$ cat config.mk
export PLATFORM = sky130hd
export DESIGN_NAME = dual_axis_sorted_list
export DESIGN_NICKNAME = d
export VERILOG_FILES = /design/src/hw/rtl/dasl_pkg.sv /design/src/hw/rtl/dual_axis_sorted_list.sv /design/src/hw/rtl/dasl_cell.sv /design/src/hw/rtl/dasl_chain.sv
export SDC_FILE = /design/constraint.sdc
export NUM_CORES = 2
export LEC_CHECK = 0
export ABC_AREA = 1
export BUFFER_PORTS_ARGS = -buffer_cell sky130_fd_sc_hd__buf_2
export CORE_UTILIZATION = 50
export CTS_CLUSTER_DIAMETER = 30
export DETAILED_ROUTE_END_ITERATION = 12
export GPL_TIMING_DRIVEN = 0
export HOLD_SLACK_MARGIN = 0.15
export PLACE_DENSITY = 0.65
export RECOVER_POWER = 25
export SLEW_MARGIN = 20
export SYNTH_ARGS = -nofsm -noshare
export SYNTH_HDL_FRONTEND = slang
export SYNTH_HIERARCHICAL = 1
export SYNTH_SLANG_ARGS = --single-unit
export TNS_END_PERCENT = 30
$ cat constraint.sdc
create_clock -name clk -period 7.58 [get_ports clk]
set_input_delay 0.758 -clock clk [delete_from_list [all_inputs] [get_ports clk]]
set_output_delay 0.758 -clock clk [all_outputs]
set_load 0.02 [all_outputs]
$ cat src/hw/rtl/dasl_pkg.sv
// Shared types, codes and sizes for the dual-axis sorted list.
// No dependencies; imported by every other file of the block.
package dasl_pkg;

	localparam int DASL_DEPTH = 16;
	localparam int KEY_W      = 16;
	localparam int HANDLE_W   = 8;
	localparam int STATUS_W   = 2;

	localparam logic KIND_INSERT = 1'b0;
	localparam logic KIND_DELETE = 1'b1;

	localparam logic [STATUS_W-1:0] STATUS_DONE     = 2'd0;
	localparam logic [STATUS_W-1:0] STATUS_FULL     = 2'd1;
	localparam logic [STATUS_W-1:0] STATUS_NOTFOUND = 2'd2;

	typedef struct packed {
		logic signed [KEY_W-1:0] key;
		logic [HANDLE_W-1:0]     handle;
	} entry_t;

	// per-cell compare results against the request
	typedef struct packed {
		logic ge;   // occupied and key >= request key
		logic gt;   // occupied and key >  request key
		logic hit;  // occupied and handle matches
	} flags_t;

	// per-cell move command for the update cycle
	typedef struct packed {
		logic load_new;
		logic take_left;
		logic take_right;
	} move_t;

endpackage

$ cat src/hw/rtl/dual_axis_sorted_list.sv
// Top level of the dual-axis sorted list: request capture, sequencer,
// two cell chains (x and y) and the result register. Uses dasl_pkg, dasl_chain.
//
//  channel | direction | handshake           | payload
//  request | in        | in_valid / in_stall | kind, handle, x_key, y_key
//  result  | out       | out_valid/out_stall | status, x_position, y_position, entry_count
//
// Each request goes through accept, compare in every cell (flags
// registered), then shift the cells and load the result register.
// One request is in work at a time; the next is accepted while a result waits.
// The update cycle holds while the result register is full and stalled.
// Reset clears the entry count and control; list contents stay undefined.
module dual_axis_sorted_list import dasl_pkg::*; #(
	parameter int DEPTH = DASL_DEPTH,
	localparam int CNT_W = $clog2(DEPTH + 1)
) (
	input  logic                       clk,
	input  logic                       arst_n,
	input  logic                       in_valid,
	output logic                       in_stall,
	input  logic                       kind,
	input  logic [HANDLE_W-1:0]        handle,
	input  logic signed [KEY_W-1:0]    x_key,
	input  logic signed [KEY_W-1:0]    y_key,
	output logic                       out_valid,
	input  logic                       out_stall,
	output logic [STATUS_W-1:0]        status,
	output logic [CNT_W-1:0]           x_position,
	output logic [CNT_W-1:0]           y_position,
	output logic [CNT_W-1:0]           entry_count
);

	typedef enum logic [2:0] {
		ST_IDLE  = 3'b001,
		ST_EVAL  = 3'b010,
		ST_APPLY = 3'b100
	} state_t;

	state_t                  state_q;
	logic                    kind_q;
	logic [HANDLE_W-1:0]     handle_q;
	logic signed [KEY_W-1:0] xkey_q, ykey_q;
	logic [CNT_W-1:0]        count_q;
	logic                    res_valid_q;
	logic [STATUS_W-1:0]     status_q;
	logic [CNT_W-1:0]        xpos_q, ypos_q, ecount_q;

	logic             accept, go, full, change;
	logic [CNT_W-1:0] x_pos, y_pos, count_next;
	logic             x_hit;
	entry_t           x_req, y_req;

	assign in_stall = (state_q != ST_IDLE);
	assign accept   = in_valid && !in_stall;
	assign go       = (state_q == ST_APPLY) && (!res_valid_q || !out_stall);
	assign full     = (count_q == CNT_W'(DEPTH));
	assign change   = (kind_q == KIND_INSERT) ? !full : x_hit;

	assign x_req = '{key: xkey_q, handle: handle_q};
	assign y_req = '{key: ykey_q, handle: handle_q};

	always_ff @(posedge clk or negedge arst_n) begin
		if (!arst_n) begin
			state_q <= ST_IDLE;
		end else begin
			case (state_q)
				ST_IDLE:  if (accept) state_q <= ST_EVAL;
				ST_EVAL:  state_q <= ST_APPLY;
				ST_APPLY: if (go) state_q <= ST_IDLE;
				default:  state_q <= ST_IDLE;
			endcase
		end
	end

	always_ff @(posedge clk) begin
		if (accept) begin
			kind_q   <= kind;
			handle_q <= handle;
			xkey_q   <= x_key;
			ykey_q   <= y_key;
		end
	end

	dasl_chain #(.DEPTH(DEPTH)) u_x_chain (
		.clk      (clk),
		.arst_n   (arst_n),
		.eval     (state_q == ST_EVAL),
		.apply    (go && change),
		.kind     (kind_q),
		.req      (x_req),
		.count    (count_q),
		.position (x_pos),
		.hit      (x_hit)
	);

	// y hit is implied by x hit for any reachable sequence of requests
	dasl_chain #(.DEPTH(DEPTH)) u_y_chain (
		.clk      (clk),
		.arst_n   (arst_n),
		.eval     (state_q == ST_EVAL),
		.apply    (go && change),
		.kind     (kind_q),
		.req      (y_req),
		.count    (count_q),
		.position (y_pos),
		.hit      ()
	);

	always_comb begin
		count_next = count_q;
		if (change) begin
			count_next = (kind_q == KIND_INSERT) ? count_q + CNT_W'(1) :
				count_q - CNT_W'(1);
		end
	end

	always_ff @(posedge clk or negedge arst_n) begin
		if (!arst_n) begin
			count_q     <= '0;
			res_valid_q <= 1'b0;
		end else begin
			if (go) begin
				count_q     <= count_next;
				res_valid_q <= 1'b1;
			end else if (!out_stall) begin
				res_valid_q <= 1'b0;
			end
		end
	end

	always_ff @(posedge clk) begin
		if (go) begin
			ecount_q <= count_next;
			if (!change) begin
				status_q <= (kind_q == KIND_INSERT) ? STATUS_FULL : STATUS_NOTFOUND;
				xpos_q   <= '0;
				ypos_q   <= '0;
			end else begin
				status_q <= STATUS_DONE;
				xpos_q   <= x_pos;
				ypos_q   <= y_pos;
			end
		end
	end

	assign out_valid   = res_valid_q;
	assign status      = status_q;
	assign x_position  = xpos_q;
	assign y_position  = ypos_q;
	assign entry_count = ecount_q;

endmodule

$ cat src/hw/rtl/dasl_cell.sv
// One list cell: holds a key/handle entry, registers its compare flags,
// and moves data from either neighbor or the request. Uses dasl_pkg.
module dasl_cell import dasl_pkg::*; (
	input  logic   clk,
	input  logic   arst_n,
	input  logic   eval,
	input  logic   occupied,
	input  entry_t req,
	input  move_t  move,
	input  entry_t left_data,
	input  entry_t right_data,
	output entry_t data,
	output flags_t flags
);

	entry_t entry_q;
	flags_t flags_q;

	always_ff @(posedge clk or negedge arst_n) begin
		if (!arst_n) begin
			flags_q <= '0;
		end else if (eval) begin
			flags_q.ge  <= occupied && (entry_q.key >= req.key);
			flags_q.gt  <= occupied && (entry_q.key > req.key);
			flags_q.hit <= occupied && (entry_q.handle == req.handle);
		end
	end

	always_ff @(posedge clk) begin
		if (move.load_new) begin
			entry_q <= req;
		end else if (move.take_left) begin
			entry_q <= left_data;
		end else if (move.take_right) begin
			entry_q <= right_data;
		end
	end

	assign data  = entry_q;
	assign flags = flags_q;

endmodule

$ cat src/hw/rtl/dasl_chain.sv
// Row of DEPTH cells forming one sorted list, with the move control and
// the position encoder. Uses dasl_pkg and dasl_cell.
module dasl_chain import dasl_pkg::*; #(
	parameter int DEPTH = DASL_DEPTH,
	localparam int CNT_W = $clog2(DEPTH + 1),
	localparam int IDX_W = $clog2(DEPTH)
) (
	input  logic             clk,
	input  logic             arst_n,
	input  logic             eval,
	input  logic             apply,
	input  logic             kind,
	input  entry_t           req,
	input  logic [CNT_W-1:0] count,
	output logic [CNT_W-1:0] position,
	output logic             hit
);

	entry_t            data [DEPTH];
	flags_t            flags [DEPTH];
	move_t             move [DEPTH];
	logic [DEPTH-1:0]  ge, gt, m, rm, first_ge, first_hit;
	logic              append;
	logic [IDX_W-1:0]  enc_ge, enc_hit;

	always_comb begin
		for (int i = 0; i < DEPTH; i++) begin
			ge[i] = flags[i].ge;
			gt[i] = flags[i].gt;
			m[i]  = flags[i].hit;
		end
		append = ~|gt;
		// ge is a thermometer over a sorted list; hits need a prefix OR
		rm[0]        = m[0];
		first_ge[0]  = ge[0];
		first_hit[0] = m[0];
		for (int i = 1; i < DEPTH; i++) begin
			rm[i]        = rm[i-1] | m[i];
			first_ge[i]  = ge[i] & ~ge[i-1];
			first_hit[i] = m[i] & ~rm[i-1];
		end
		enc_ge  = '0;
		enc_hit = '0;
		for (int i = 0; i < DEPTH; i++) begin
			if (first_ge[i]) enc_ge = enc_ge | IDX_W'(i);
			if (first_hit[i]) enc_hit = enc_hit | IDX_W'(i);
		end
	end

	always_comb begin
		for (int i = 0; i < DEPTH; i++) begin
			move[i].load_new = apply && (kind == KIND_INSERT) &&
				(append ? (CNT_W'(i) == count) : first_ge[i]);
			move[i].take_left = apply && (kind == KIND_INSERT) && !append &&
				(i > 0) && ge[(i > 0) ? i - 1 : 0];
			move[i].take_right = apply && (kind == KIND_DELETE) && rm[i] &&
				(i < DEPTH - 1);
		end
	end

	for (genvar g = 0; g < DEPTH; g++) begin : g_cell
		dasl_cell u_cell (
			.clk        (clk),
			.arst_n     (arst_n),
			.eval       (eval),
			.occupied   (CNT_W'(g) < count),
			.req        (req),
			.move       (move[g]),
			.left_data  (data[(g > 0) ? g - 1 : g]),
			.right_data (data[(g < DEPTH - 1) ? g + 1 : g]),
			.data       (data[g]),
			.flags      (flags[g])
		);
	end

	assign hit = rm[DEPTH-1];

	always_comb begin
		if (kind == KIND_INSERT) begin
			position = append ? count : CNT_W'(enc_ge);
		end else begin
			position = CNT_W'(enc_hit);
		end
	end

endmodule

# Yosys cells after proc, flatten, opt, wreduce, memory -nomap -nowiden
# Index checks and enable logic that the tools add are counted.
[word_totals]
ram_bits = 0
ff_bits = 931
mem_bits_ro = 0
in_bits = 45
output_inout_bits = 19
memories = 0
word_cells = 896
latchBits = 0
[classes]
multipliers = 0
n_eq_ne = 55
n_reduce_logical = 238
bitwise = 151
add_sub_neg = 2
n_lt_le_gt_ge = 80
n_mux = 197
n_shift = 0
div_mod_pow = 0
[ops]
columns = ["operator", "n"]
rows = [
  ["$mux W24", 92],
  ["$ge A16 B16 Y1", 32],
  ["$gt A16 B16 Y1", 32],
  ["$eq A8 B8 Y1", 32],
  ["$logic_and A1 B1 Y1", 195],
  ["$mux W4", 36],
  ["$reduce_bool A3 Y1", 28],
  ["$not A1 Y1", 62],
  ["$and A1 B1 Y1", 60],
  ["$mux W3", 18],
  ["$eq A4 B5 Y1 const A", 8],
  ["$lt A4 B5 Y1 const A", 8],
  ["$mux W1", 39],
  ["$reduce_or A18 Y1", 2],
  ["$reduce_or A16 Y1", 2],
  ["$or A1 B1 Y1", 29],
  ["$eq A3 B5 Y1 const A", 4],
  ["$lt A3 B5 Y1 const A", 4],
  ["$mux W2", 9],
  ["$eq A2 B5 Y1 const A", 2],
  ["$lt A1 B5 Y1 const A", 2],
  ["$lt A2 B5 Y1 const A", 2],
  ["$mux W5", 2],
  ["$pmux W3 S3", 1],
  ["15 further kinds", 22],
]

# Depth between registers and ports, before layout
[depth]
word_depth = 22
ltp_mapped = 20
mapped_depth_nobuf = 19

# Modules after synthesis
# Netlist, hierarchy kept.
[by_module_without_submodules]
columns = ["mod", "cells_each", "n_inst", "seq_area_each_um2", "area_per_inst_um2"]
rows = [
  ["dasl_cell at u_x_chain.g_cell[0].u_cell ...", 232, 27, 795.8, 1886.8],
  ["dasl_cell at u_y_chain.g_cell[6].u_cell ...", 227, 4, 795.8, 1861.8],
  ["dual_axis_sorted_list", 173, 1, 1968.1, 2506.2],
  ["dasl_cell at u_x_chain.g_cell[4].u_cell", 236, 1, 795.8, 1910.6],
  ["dasl_chain at u_y_chain", 258, 1, 0.0, 1257.5],
  ["dasl_chain at u_x_chain", 261, 1, 0.0, 1184.9],
]

# Worst setup path before layout
# No wires, ideal clock.
[synth_timing]
kind = "in2reg"
from = "in out_stall"
to = "reg u_y_chain.g_cell[6].u_cell.entry_q (netlist bit u_y_chain/g_cell[6].u_cell/data[0]) (enable)"
setup_ns = 0.381
path_buffers = 3
arrival_time_ns = 3.301
slack_ns = 3.898
t_required_ns = 7.199
path_stages = 14
cell_sequence = "nand2_1 > inv_1 > nor2_4 > nand3_4 > inv_2 > nand2_1 > nor2_4 > inv_4 > buf_6 > nor2_1 > buf_2 > clkbuf_1 > nor2_1 > nand2_1"
[synth_rtl]
columns = ["item", "line_no", "rtl"]
rows = [
  ["start, declared", "dual_axis_sorted_list.sv:26", "input logic out_stall,"],
  ["end signal, assigned", "dasl_cell.sv:31", "entry_q <= req;"],
  ["end signal, assigned", "dasl_cell.sv:33", "entry_q <= left_data;"],
  ["end signal, assigned", "dasl_cell.sv:35", "entry_q <= right_data;"],
  ["end, declared", "dasl_cell.sv:16", "entry_t entry_q;"],
]

==> load_flow_metrics.sql <==
INSERT INTO impl_metrics (metric_group, metric, value, unit) VALUES
('placement', 'place_inst', '9960', ''),
('cts', 'clock_insertion_delay_worst_skew', '0.83', 'ns'),
('cts', 'path_clk_slew', '0.04', 'ns'),
('sta', 'period_needed', '6.11', 'ns'),
('setup_path', 'setup.worst_path.class', 'in2reg', ''),
('run_status', 'failed_checks', 'capacitance limit, slew limit', ''),
('die', 'die_x_extent', '363', 'microns'),
('layout', 'final-instance-count-excl-fill', '10465', ''),
('setup_path', 'slowest_delay', '1.67', 'ns'),
('grt', 'track_usage', '0.331', ''),
('die', 'die_area', '0.132', 'sq mm'),
('placement', 'place_ws', '2.51', 'ns'),
('drt', 'first_iter_violations', '6293', ''),
('power_and_ir_drop', 'total_power', '21.3', 'mW'),
('die', 'chipHeight', '363', 'microns'),
('setup_path', 'cp.required', '8.00', 'ns'),
('setup_path', 'timing.critical_path.arrival', '6.53', 'ns'),
('drt', 'wire_length_reported_by_the_detailed_router', '223000', 'microns'),
('sta', 'maxClockFrequency', '164', 'MHz'),
('grt', 'grt_pass1_vias', '58722', ''),
('die', 'core_area', '0.129', 'sq mm'),
('logic_synthesis', 'post_synth.cell_area_avg', '8.06', 'sq um'),
('sta', 'finalSetupViolations', '0', ''),
('cts', 'cts_tree', 'done', ''),
('setup_path', 'cp_launch_type', 'primary input', ''),
('setup_path', 'crit_buf_inv', '8', ''),
('setup_path', 'crit_path_cell_trace', 'dlygate4sd3_1 -> buf_2 -> nand2_1 -> inv_1 -> nor2_1 -> nand3_4 -> inv_2 -> nand2_1 -> nor2_4 -> inv_4 -> buf_6 -> nor2_1 -> buf_2 -> clkbuf_1 -> nor2_1 -> nand2_1', ''),
('die', 'start_util', '0.504', ''),
('layout', 'share_of_post_route_cells_with_drive_strength_above_1', '0.108', ''),
('grt', 'antenna_found_initial', '10', ''),
('sta', 'timing.slew.headroom', '-0.519', ''),
('cts', 'cts_sinks', '931', ''),
('drt', 'vias_per_cell', '5.77', ''),
('layout', 'syn_to_final_growth', '18.3', '%'),
('power_and_ir_drop', 'combinationalPowerShare', '0.214', ''),
('placement', 'port_buffers', '63', ''),
('drt', 'via_count', '60401', ''),
('sta', 'timing.setup.tns', '0', 'ns'),
('sta', 'fin_skew', '0.0337', 'ns'),
('cts', 'clk_root_buffer_cell', 'clkbuf_16', ''),
('grt', 'grt_first_pass_wirelength', '337000', 'microns'),
('cts', 'h_tree_levels', '4', ''),
('sta', 'maxSlewViolCount', '97', ''),
('min_path', 'hold_path.class', 'in2reg', ''),
('grt', 'global_route.overflow_total', '0', ''),
('layout', 'final_net_count', '9064', ''),
('drt', 'routedWlPerCell', '21.3', 'microns'),
('die', 'fp-row-count', '132', ''),
('setup_path', 'critical_path_peak_fanout', '24', ''),
('cts', 'clock_buffer_depth', '3', ''),
('layout', 'mostFrequentLayoutCells', '1,965 x nand2_1, 1,235 x inv_1, 1,148 x a21oi_1', ''),
('setup_path', 'timing.critical_path.max_delay_family', 'simple AND/OR/NAND/NOR gates', ''),
('grt', 'pin_count_of_the_biggest_net_entering_global_routing', '74', ''),
('power_and_ir_drop', 'power.share.clock', '0.484', ''),
('power_and_ir_drop', 'net-switching-power', '6.78', 'mW'),
('sta', 'period_share', '0.806', ''),
('drt', 'remaining_drc_errors', '0', ''),
('power_and_ir_drop', 'internal-power', '14.5', 'mW'),
('placement', 'place.detailed.hpwl', '171000', 'microns'),
('cts', 'cts_resized', '0', ''),
('die', 'num_io_pins', '64', ''),
('power_and_ir_drop', 'swShare', '0.318', ''),
('placement', 'postPlaceCellArea', '0.0687', 'sq mm'),
('logic_synthesis', 'netlist_instances', '8099', ''),
('sta', 'grt_setup_unrepaired', 'false', ''),
('run_status', 'status', 'finished, violations left', ''),
('run', 'timing.max_cap.violations', '4', ''),
('logic_synthesis', 'syn_area', '0.0652', 'sq mm'),
('layout', 'design_area', '0.0772', 'sq mm'),
('power_and_ir_drop', 'irDropWorstVdd', '287', 'uV'),
('cts', 'postCtsSetupBuffers', '0', '');
## path summary, 6_finish.rpt
kind	from	end	slack (ns)	cells past startpoint
min	y_key[15]	ykey_q[15]	0.39	1
max	out_stall	u_y_chain/g_cell[6].u_cell/data[10]	1.47	16
max reg2reg	state_q[1]	u_y_chain/g_cell[6].u_cell/data[10]	1.58	14
min reg2reg	u_x_chain/g_cell[0].u_cell/flags[2]	u_x_chain/g_cell[0].u_cell/flags[2]	0.48	2
min in group asynchronous	arst_n	u_y_chain/g_cell[8].u_cell/flags[2]	1.15	2
max in group asynchronous	arst_n	u_y_chain/g_cell[4].u_cell/flags[1]	5.17	2
## per-layer routing
layer / share of wire / wire length, microns / track usage
met5: 0.00021 / 46 / 0
met4: 0.060 / 13400 / 0.195
met3: 0.076 / 16900 / 0.0625
met2: 0.46 / 103000 / 0.544
met1: 0.40 / 89500 / 0.404
## flip-flops by register name, summed over array words and instances, names as in the netlist
name / flops
x_position: 5
u_x_chain/g_cell.u_cell/data: 384
u_y_chain/g_cell.u_cell/data: 384
status: 2
kind_q: 1
out_valid: 1
xkey_q: 16
entry_count: 5
u_y_chain/g_cell.u_cell/flags: 48
count_q: 5
handle_q: 8
state_q: 3
u_x_chain/g_cell.u_cell/flags: 48
y_position: 5
ykey_q: 16
## metrics by stage
stage	hold WS [ns]	util
after detailed placement	0.467	0.531
after CTS	0.198	0.597
after floorplan	0.441	-
after global placement	0.458	0.523
after global routing	0.346	0.596
final	0.389	0.596
## power by group through the flow
stage	registers [mW]	logic, mW	clock network, mW
2_1_floorplan	6.34	2.95	0
3_3_place_gp	6.81	3.80	0
3_5_place_dp	6.50	4.38	0
4_1_cts	6.42	4.44	10.4
5_1_grt	6.44	5.08	10.6
6_report	6.43	4.55	10.3
## area by class of cell
cell class	count	area [sq um]	share of cell area
Buffer	333	1520	0.0197
Sequential cell	931	27400	0.355
Clock buffer	291	6360	0.0824
Multi-Input combinational cell	5541	31300	0.406
Antenna cell	3	7.51	0.0000972
Timing Repair Buffer	159	1660	0.0215
Inverter	1296	4880	0.0632
Clock inverter	169	1840	0.0239
Tap cell	1742	2180	0.0282
## what timing repair did
action                                  in CTS  in global routing
endpoints found under the setup margin       0                  0
hold buffers                                38                  0
endpoints found under the hold margin       69                  0
Power figures use the tool's default switching activity.
